$ cat src/rtl/dgsm_pkg.sv
// Shared types and constants for the delta-gamma stream matcher.
// Used by the alignment cells, the output stage and the top level; depends on nothing.
`default_nettype none

package dgsm_pkg;

    localparam int LEN_W      = 5;
    localparam int DELTA_W    = 8;
    localparam int GAMMA_W    = 13;
    localparam int CFG_DATA_W = 64;
    localparam int CFG_IDX_W  = 3;
    localparam int COUNT_W    = 32;
    localparam int PAT_BITS   = 128;

    typedef enum logic [CFG_IDX_W-1:0] {
        CFG_PATTERN_LENGTH = 3'd0,
        CFG_PATTERN_LOW    = 3'd1,
        CFG_PATTERN_HIGH   = 3'd2,
        CFG_DELTA          = 3'd3,
        CFG_GAMMA          = 3'd4
    } t_cfg_index;

    // Per-cell control: update strobe and whether the alignment is in use.
    typedef struct packed {
        logic enable;
        logic active;
    } t_cell_ctl;

endpackage

`default_nettype wire

$ cat src/rtl/dgsm_cell.sv
// One alignment cell: running difference sum and failed mark for one alignment.
// Takes its state from the left neighbor each beat. Depends on dgsm_pkg.
`default_nettype none

module dgsm_cell
    import dgsm_pkg::*;
#(
    parameter int SYMBOL_BITS = 8,
    parameter int SCORE_W     = 13
) (
    input  wire logic                   i_clk,
    input  wire logic                   i_rst_n,
    input  wire t_cell_ctl              i_ctl,
    input  wire logic [SCORE_W-1:0]     i_prev_score,
    input  wire logic                   i_prev_failed,
    input  wire logic [SYMBOL_BITS-1:0] i_symbol,
    input  wire logic [SYMBOL_BITS-1:0] i_pattern,
    input  wire logic [DELTA_W-1:0]     i_delta,
    input  wire logic [SCORE_W-1:0]     i_limit,
    output logic [SCORE_W-1:0]          o_score,
    output logic                        o_failed,
    output logic                        o_failed_next
);

    localparam int DW = (SYMBOL_BITS > DELTA_W) ? SYMBOL_BITS : DELTA_W;

    logic [SCORE_W-1:0]     r_score;
    logic                   r_failed;
    logic [SCORE_W-1:0]     n_score;
    logic                   n_failed;
    logic [SYMBOL_BITS-1:0] diff;
    logic [SCORE_W-1:0]     sum;

    always_comb begin
        if (i_symbol >= i_pattern) begin
            diff = i_symbol - i_pattern;
        end else begin
            diff = i_pattern - i_symbol;
        end
        sum = i_prev_score + SCORE_W'(diff);
        n_failed = 1'b1;
        n_score  = '0;
        if (i_ctl.active && !i_prev_failed && (DW'(diff) <= DW'(i_delta))
                && (sum <= i_limit)) begin
            n_failed = 1'b0;
            n_score  = sum;
        end
    end

    always_ff @(posedge i_clk) begin
        if (!i_rst_n) begin
            r_failed <= 1'b1;
        end else if (i_ctl.enable) begin
            r_failed <= n_failed;
        end
    end

    always_ff @(posedge i_clk) begin
        if (i_ctl.enable) begin
            r_score <= n_score;
        end
    end

    assign o_score       = r_score;
    assign o_failed      = r_failed;
    assign o_failed_next = n_failed;

    // An alignment outside the pattern length can never survive an update.
    a_inactive_fails: assert property (@(posedge i_clk) disable iff (!i_rst_n)
        (i_ctl.enable && !i_ctl.active) |=> r_failed)
        else $error("inactive alignment left unfailed");

endmodule

`default_nettype wire

$ cat src/rtl/dgsm_skid.sv
// Two-entry output stage that decouples the result channel from the input side.
// Upstream ready is a register. Depends on dgsm_pkg only for the house imports.
`default_nettype none

module dgsm_skid
    import dgsm_pkg::*;
#(
    parameter int WIDTH = 33
) (
    input  wire logic             i_clk,
    input  wire logic             i_rst_n,
    input  wire logic             i_valid,
    output logic                  o_ready,
    input  wire logic [WIDTH-1:0] i_data,
    output logic                  o_valid,
    input  wire logic             i_ready,
    output logic [WIDTH-1:0]      o_data
);

    logic             r_out_vld;
    logic             r_skid_vld;
    logic [WIDTH-1:0] r_out_data;
    logic [WIDTH-1:0] r_skid_data;
    logic             n_out_vld;
    logic             n_skid_vld;
    logic             load_out_in;
    logic             load_out_skid;
    logic             load_skid;

    always_comb begin
        n_out_vld     = r_out_vld;
        n_skid_vld    = r_skid_vld;
        load_out_in   = 1'b0;
        load_out_skid = 1'b0;
        load_skid     = 1'b0;
        if (!r_out_vld || i_ready) begin
            if (r_skid_vld) begin
                load_out_skid = 1'b1;
                n_out_vld     = 1'b1;
                n_skid_vld    = 1'b0;
            end else begin
                load_out_in = i_valid;
                n_out_vld   = i_valid;
            end
        end else if (i_valid && !r_skid_vld) begin
            // Output is stalled: park the new beat in the skid entry.
            load_skid  = 1'b1;
            n_skid_vld = 1'b1;
        end
    end

    always_ff @(posedge i_clk) begin
        if (!i_rst_n) begin
            r_out_vld  <= 1'b0;
            r_skid_vld <= 1'b0;
        end else begin
            r_out_vld  <= n_out_vld;
            r_skid_vld <= n_skid_vld;
        end
    end

    always_ff @(posedge i_clk) begin
        if (load_out_skid) begin
            r_out_data <= r_skid_data;
        end else if (load_out_in) begin
            r_out_data <= i_data;
        end
        if (load_skid) begin
            r_skid_data <= i_data;
        end
    end

    assign o_ready = !r_skid_vld;
    assign o_valid = r_out_vld;
    assign o_data  = r_out_data;

    a_skid_behind_out: assert property (@(posedge i_clk) disable iff (!i_rst_n)
        r_skid_vld |-> r_out_vld)
        else $error("skid entry holds a beat while the output entry is empty");

    a_skid_drains: assert property (@(posedge i_clk) disable iff (!i_rst_n)
        (r_skid_vld && i_ready) |=> (r_out_vld && !r_skid_vld))
        else $error("skid entry did not move into the output entry");

endmodule

`default_nettype wire

$ cat src/rtl/delta_gamma_stream_matcher_core.sv
// Top level of the delta-gamma stream matcher: configuration registers, the
// row of alignment cells, the symbol counter and the output stage.
// Depends on dgsm_pkg, dgsm_cell and dgsm_skid.
//
// Usage: one text symbol enters per beat on the symbol channel (valid/ready).
// Each accepted beat shifts the row of alignment cells by one position and
// updates every alignment in the same cycle, so one symbol is taken per clock
// while the output stage has room. Each symbol yields exactly one result beat
// on the result channel: a match flag for the window that ends at this symbol
// and that window's start index (wrapping at 2^32). The result is registered
// in the output stage. A two-entry output stage absorbs one stalled result, so
// input ready drops only after the receiver has held off for two results.
// Configuration is written through a simple write port; the user must write it
// only while the block is idle, the block itself does not enforce this. Reset
// sets the registers to their defaults, marks every alignment failed, clears
// the symbol counter and empties the output stage.
`default_nettype none

module delta_gamma_stream_matcher_core
    import dgsm_pkg::*;
#(
    parameter int MAX_PATTERN = 16,
    parameter int SYMBOL_BITS = 8
) (
    input  wire logic                   i_clk,
    input  wire logic                   i_rst_n,
    input  wire logic                   i_cfg_we,
    input  wire logic [CFG_IDX_W-1:0]   i_cfg_index,
    input  wire logic [CFG_DATA_W-1:0]  i_cfg_data,
    input  wire logic                   i_symbol_valid,
    output logic                        o_symbol_ready,
    input  wire logic [SYMBOL_BITS-1:0] i_symbol_value,
    output logic                        o_result_valid,
    input  wire logic                   i_result_ready,
    output logic                        o_match_found,
    output logic [COUNT_W-1:0]          o_match_start
);

    localparam int SYM_MAX   = (1 << SYMBOL_BITS) - 1;
    localparam int GAMMA_MAX = (1 << (GAMMA_W - 1)) - 1;
    localparam int PROD_MAX  = MAX_PATTERN * SYM_MAX;
    localparam int LIMIT_MAX = (PROD_MAX > GAMMA_MAX) ? PROD_MAX : GAMMA_MAX;
    localparam int SCORE_W   = $clog2(LIMIT_MAX + SYM_MAX + 1);
    localparam int M_W       = $clog2(MAX_PATTERN + 1);
    localparam int CW        = (M_W > LEN_W) ? M_W : LEN_W;
    localparam int IDX_W     = (MAX_PATTERN > 1) ? $clog2(MAX_PATTERN) : 1;
    localparam int PROD_W    = M_W + DELTA_W;
    localparam int RES_W     = COUNT_W + 1;

    logic [LEN_W-1:0]      r_len;
    logic [PAT_BITS-1:0]   r_pattern;
    logic [DELTA_W-1:0]    r_delta;
    logic [GAMMA_W-1:0]    r_gamma;
    logic [COUNT_W-1:0]    r_seen;

    logic [M_W-1:0]        m;
    logic [PROD_W-1:0]     prod;
    logic [SCORE_W-1:0]    limit;
    logic                  accept;
    logic                  skid_ready;
    logic [IDX_W-1:0]      sel;
    logic                  match;
    logic [COUNT_W-1:0]    start;
    logic [RES_W-1:0]      res_data;

    logic [SCORE_W-1:0]     score   [MAX_PATTERN];
    logic                   failed  [MAX_PATTERN];
    logic                   fnext   [MAX_PATTERN];
    logic [SYMBOL_BITS-1:0] pat_sym [MAX_PATTERN];

    // Configuration registers.
    always_ff @(posedge i_clk) begin
        if (!i_rst_n) begin
            r_len     <= LEN_W'(1);
            r_pattern <= '0;
            r_delta   <= '0;
            r_gamma   <= '1;
        end else if (i_cfg_we) begin
            unique case (t_cfg_index'(i_cfg_index))
                CFG_PATTERN_LENGTH: r_len <= i_cfg_data[LEN_W-1:0];
                CFG_PATTERN_LOW:    r_pattern[PAT_BITS/2-1:0] <= i_cfg_data;
                CFG_PATTERN_HIGH:   r_pattern[PAT_BITS-1:PAT_BITS/2] <= i_cfg_data;
                CFG_DELTA:          r_delta <= i_cfg_data[DELTA_W-1:0];
                CFG_GAMMA:          r_gamma <= i_cfg_data[GAMMA_W-1:0];
                default: begin
                end
            endcase
        end
    end

    // Effective pattern length: zero counts as one, large values saturate.
    always_comb begin
        if (r_len == '0) begin
            m = M_W'(1);
        end else if (CW'(r_len) > CW'(MAX_PATTERN)) begin
            m = M_W'(MAX_PATTERN);
        end else begin
            m = M_W'(r_len);
        end
        prod = PROD_W'(m) * PROD_W'(r_delta);
        // A negative gamma selects pattern length times delta.
        if (r_gamma[GAMMA_W-1]) begin
            limit = SCORE_W'(prod);
        end else begin
            limit = SCORE_W'(r_gamma[GAMMA_W-2:0]);
        end
    end

    assign accept = i_symbol_valid && skid_ready;

    genvar k, b;
    generate
        for (k = 0; k < MAX_PATTERN; k++) begin : g_cell
            t_cell_ctl          ctl;
            logic [SCORE_W-1:0] prev_score;
            logic               prev_failed;

            for (b = 0; b < SYMBOL_BITS; b++) begin : g_bit
                localparam int POS = k * SYMBOL_BITS + b;
                if (POS < PAT_BITS) begin : g_in
                    assign pat_sym[k][b] = r_pattern[POS];
                end else begin : g_out
                    assign pat_sym[k][b] = 1'b0;
                end
            end

            // A fresh alignment enters at the first cell with a zero sum.
            if (k == 0) begin : g_head
                assign prev_score  = '0;
                assign prev_failed = 1'b0;
            end else begin : g_link
                assign prev_score  = score[k-1];
                assign prev_failed = failed[k-1];
            end

            assign ctl.enable = accept;
            assign ctl.active = (M_W'(k) < m);

            dgsm_cell #(
                .SYMBOL_BITS (SYMBOL_BITS),
                .SCORE_W     (SCORE_W)
            ) u_cell (
                .i_clk         (i_clk),
                .i_rst_n       (i_rst_n),
                .i_ctl         (ctl),
                .i_prev_score  (prev_score),
                .i_prev_failed (prev_failed),
                .i_symbol      (i_symbol_value),
                .i_pattern     (pat_sym[k]),
                .i_delta       (r_delta),
                .i_limit       (limit),
                .o_score       (score[k]),
                .o_failed      (failed[k]),
                .o_failed_next (fnext[k])
            );
        end
    endgenerate

    // The window ending at this symbol is the alignment in the last used cell.
    assign sel      = IDX_W'(m - M_W'(1));
    assign match    = !fnext[sel];
    assign start    = r_seen - COUNT_W'(m) + COUNT_W'(1);
    assign res_data = {match, start};

    always_ff @(posedge i_clk) begin
        if (!i_rst_n) begin
            r_seen <= '0;
        end else if (accept) begin
            r_seen <= r_seen + COUNT_W'(1);
        end
    end

    dgsm_skid #(
        .WIDTH (RES_W)
    ) u_skid (
        .i_clk   (i_clk),
        .i_rst_n (i_rst_n),
        .i_valid (i_symbol_valid),
        .o_ready (skid_ready),
        .i_data  (res_data),
        .o_valid (o_result_valid),
        .i_ready (i_result_ready),
        .o_data  ({o_match_found, o_match_start})
    );

    assign o_symbol_ready = skid_ready;

    a_count_step: assert property (@(posedge i_clk) disable iff (!i_rst_n)
        accept |=> (r_seen == $past(r_seen) + COUNT_W'(1)))
        else $error("symbol counter did not advance on an accepted beat");

    a_count_hold: assert property (@(posedge i_clk) disable iff (!i_rst_n)
        !accept |=> $stable(r_seen))
        else $error("symbol counter moved without an accepted beat");

endmodule

`default_nettype wire
$ cat config.mk
export PLATFORM = sky130hd
export DESIGN_NAME = delta_gamma_stream_matcher_core
export DESIGN_NICKNAME = d
export VERILOG_FILES = /design/src/rtl/dgsm_pkg.sv /design/src/rtl/dgsm_cell.sv /design/src/rtl/dgsm_skid.sv /design/src/rtl/delta_gamma_stream_matcher_core.sv
export SDC_FILE = /design/constraint.sdc
export NUM_CORES = 2
export LEC_CHECK = 0
export BUFFER_PORTS_ARGS = -buffer_cell sky130_fd_sc_hd__buf_2
export CORE_UTILIZATION = 60
export CTS_BUF_LIST = sky130_fd_sc_hd__clkbuf_16
export DETAILED_ROUTE_END_ITERATION = 7
export PLACE_DENSITY = 0.77
export SETUP_SLACK_MARGIN = 0.1
export SLEW_MARGIN = 20
export SYNTH_ARGS = -nofsm -noshare
export SYNTH_HDL_FRONTEND = slang
export SYNTH_SLANG_ARGS = --single-unit
$ cat constraint.sdc
create_clock -name i_clk -period 18.1 [get_ports i_clk]
set_input_delay 1.81 -clock i_clk [delete_from_list [all_inputs] [get_ports i_clk]]
set_output_delay 1.81 -clock i_clk [all_outputs]
set_load 0.005 [all_outputs]
==> impl_metrics.tcl <==
set metrics [dict create \
    status "completed" \
    yosysWarnings 0 \
    grtUsageTotal_pct 35.4 \
    max_stage_delay_ns 0.47 \
    setup_viol 0 \
    grt_pass1_wl_um 194000 \
    drc 0 \
    placed_cell_area_um2 44500 \
    fin_setup_tns_ns 0 \
    tightestPinTransition_ns 1.22 \
    peakVddDrop_uv 71.7 \
    numPortBuffers 114 \
    synth_area_leaders "ha_1, edfxtp_1, dfxtp_1" \
    rows 97 \
    post_cts_resized 0 \
    rsz0062_at_grt "no" \
    num_vias 36300 \
    n_fill_cell 5744 \
    fin_crit_ns 9.04 \
    cts_tree "built" \
    max_freq_mhz 111 \
    cts_sinks 449 \
    final_cell_area_um2 46500 \
    cp_slowest_cell "a2111oi_4" \
    hold_class "flip-flop to flip-flop" \
    ys_ff_latch 449 \
    synth_cell_types 98 \
    grt_pass1_vias 34400 \
    ioPinCount 115 \
    clkLatencyLatePin_ns 0.67 \
    critPathMaxFanout 17 \
    drt-total-wl_um 129000 \
    cts_buffers 55 \
    min_period_over_period_pct 50.0 \
    syn-num-nets 5664 \
    fin_ws_ns 9.06 \
    syn_inst 4766 \
    grt_max_degree 124 \
    crit_arrival_ns 9.51 \
    die_x_um 268 \
    holdWs_ns 0.466 \
    via_per_inst 6.15 \
    overflow 0 \
    cts_hold_buf 0 \
    critPathLaunchType "input pin" \
    drive_gt1_share_pct 8.13 \
    areaGrowthSynthToFinish_pct 9.34 \
    core_area_um2 70000 \
    path_common_cell "a21o_1" \
    route.detailed.wl_per_inst_um 21.8 \
    cp.required_ns 18.57 \
    hold_viol 0 \
    start_util_pct 60.7 \
    async_flop_share_pct 0 \
    clk_pin_slew_worst_paths_ns 0.06 \
    cts_max_level 2 \
    fp.dieArea_um2 71900 \
    yosysTopAreaCell "ha_1" \
    syn_avg_cell_area_um2 8.92 \
    postRouteAntennaNets 0 \
    antenna_found_initial 4 \
    syn-cell-area_um2 42500 \
    hpwlAfterDp_um 91800 \
    crit_path_end_kind "flip-flop" \
    finClkSkew_ns 0.0439 \
    cap_violations 0 \
    gp_congestion 0.979 \
    synth_edf_count 246 \
    crit_type "input pin to flip-flop" \
    synth_top_area_share_pct 22.1 \
    pre_cts_ws_ns 8.54 \
    synthFlopType "edfxtp_1" \
    drt_iter0_drc 3256 \
    fin_nets 5805 \
    die_h_um 268 \
    maxSlewViolCount 0 \
    firstDrtPassIters 6 \
    slew_headroom_pct 17.8 \
    root_buffer "clkbuf_16" \
    p_leak_nw 20.8 \
    cts_setup_buffers 0 \
    cts_max_path_buffers 3 \
    yosysSeqAreaShare_pct 27.0 \
    p_per_area_nw_per_um2 79.5 \
]
[sequential cells by signal, indices dropped and copies added (netlist names)]
signal,count
g_cell.u_cell.o_score,180
r_pattern,128
u_skid.o_data,33
u_skid.r_skid_data,33
r_seen,32
g_cell.u_cell.o_failed,15
r_gamma,13
r_delta,8
r_len,5
u_skid.o_valid,1
u_skid.r_skid_vld,1
[metal layers]
metal | global-route usage (%) | vias to the layer above | wire length [um]
met5 | 0 | - | 13
met2 | 54.6 | 1587 | 55200
met1 | 46.1 | 17200 | 52500
met4 | 20.5 | 2 | 8660
li1 | - | 17100 | -
met3 | 7.16 | 477 | 12300
[stage by stage]
stage                     cells  power, mW  util, %
after floorplan            4766       2.15        -
after global placement     5788       2.45     63.5
after detailed placement   5789       2.49     63.6
after CTS                  5893       3.67     66.3
after global routing       5894       3.89     66.3
final                      5898       3.69     66.3
[worst paths after layout]
path                           from                      to  slack, ns  cells past startpoint
setup / recovery  i_symbol_value[0]       u_skid.o_data[32]       9.06                     37
hold / removal           r_gamma[8]              r_gamma[8]       0.47                      2
setup reg to reg           r_len[4]  u_skid.r_skid_data[32]       9.62                     26
hold reg to reg          r_gamma[8]              r_gamma[8]       0.47                      2
[placed cells by master, fill, tap and decap left out, types with 17 or more instances in the layout]
| master | Yosys | final |
|---|---|---|
| o21ai_0 | 198 | 196 |
| o211ai_1 | 30 | 30 |
| o22ai_1 | 22 | 22 |
| nor2_1 | 237 | 235 |
| fa_1 | 66 | 66 |
| nor2b_1 | 125 | 125 |
| a21o_1 | 131 | 131 |
| buf_4 | 0 | 76 |
| a21oi_1 | 269 | 265 |
| dfxtp_1 | 203 | 203 |
| inv_1 | 489 | 497 |
| nand3_1 | 106 | 106 |
| o31ai_1 | 17 | 17 |
| xnor2_1 | 212 | 212 |
| edfxtp_1 | 246 | 246 |
| a21boi_0 | 142 | 142 |
| clkbuf_16 | 0 | 57 |
| o21a_1 | 39 | 39 |
| nand2_1 | 526 | 526 |
| a211oi_1 | 33 | 33 |
| nand2b_1 | 29 | 29 |
| mux2i_1 | 88 | 86 |
| nand4_1 | 54 | 54 |
| ha_1 | 752 | 752 |
| nor3_1 | 53 | 53 |
| buf_2 | 5 | 113 |
| xor2_1 | 89 | 89 |
| and3_1 | 62 | 62 |
| a31oi_1 | 21 | 20 |
| and2_1 | 82 | 82 |
| mux2_2 | 72 | 72 |
| o21bai_1 | 45 | 45 |
[cell type report]
| cell class | count | area [um2] | share of cell area, % |
|---|---|---|---|
| flip-flops and latches | 449 | 11500 | 24.6 |
| inverters | 491 | 1850 | 3.99 |
| repair buffers | 191 | 1170 | 2.52 |
| clock buffers | 57 | 1430 | 3.07 |
| well taps | 940 | 1180 | 2.53 |
| diodes | 4 | 10.0 | 0.0215 |
| clock inverters | 47 | 493 | 1.06 |
| multi-input cells | 3719 | 28900 | 62.2 |
[power by group]
part	internal, mW	leakage [nW]	switching [mW]
registers	1.12	4.13	0.0247
clock network	0.689	0.978	0.490
logic	0.571	15.7	0.801
[worst max-delay path: cells and delay by family]
family          cells  cell delay (ns)
buf+inv             7             1.20
compound gates     17             3.34
xor+xnor            2             0.39
mux                 1             0.34
fa+ha+maj           4             1.19
simple gates        6             1.18
[logic make-up (layout without fill, tap and decap cells)]
kind of cell,after synthesis,count (layout),synth area share (%)
other,0,4,0
flip-flops,449,449,27.0
adder cells (fa/ha/maj),819,819,25.3
buffers and inverters,598,786,5.32
multiplexers,162,162,4.04
AND/OR/NAND/NOR,1357,1357,15.3
AO/OA/AOI/OAI,1078,1078,16.8
XOR/XNOR,303,303,6.31
[synth_stat cells, types with 12 or more instances]
cell	number
ha_1	752
nand2_1	526
inv_1	489
a21oi_1	269
edfxtp_1	246
nor2_1	237
xnor2_1	212
dfxtp_1	203
o21ai_0	198
a21boi_0	142
a21o_1	131
nor2b_1	125
nand3_1	106
clkbuf_1	98
xor2_1	89
mux2i_1	88
and2_1	82
mux2_2	72
fa_1	66
and3_1	62
nand4_1	54
nor3_1	53
o21bai_1	45
o21a_1	39
a211oi_1	33
o211ai_1	30
nand2b_1	29
o22ai_1	22
a31oi_1	21
o31ai_1	17
a211o_1	16
nor3b_1	16
o211a_1	13
nor4b_1	12
No activity file was read; power rests on OpenSTA's default activity.
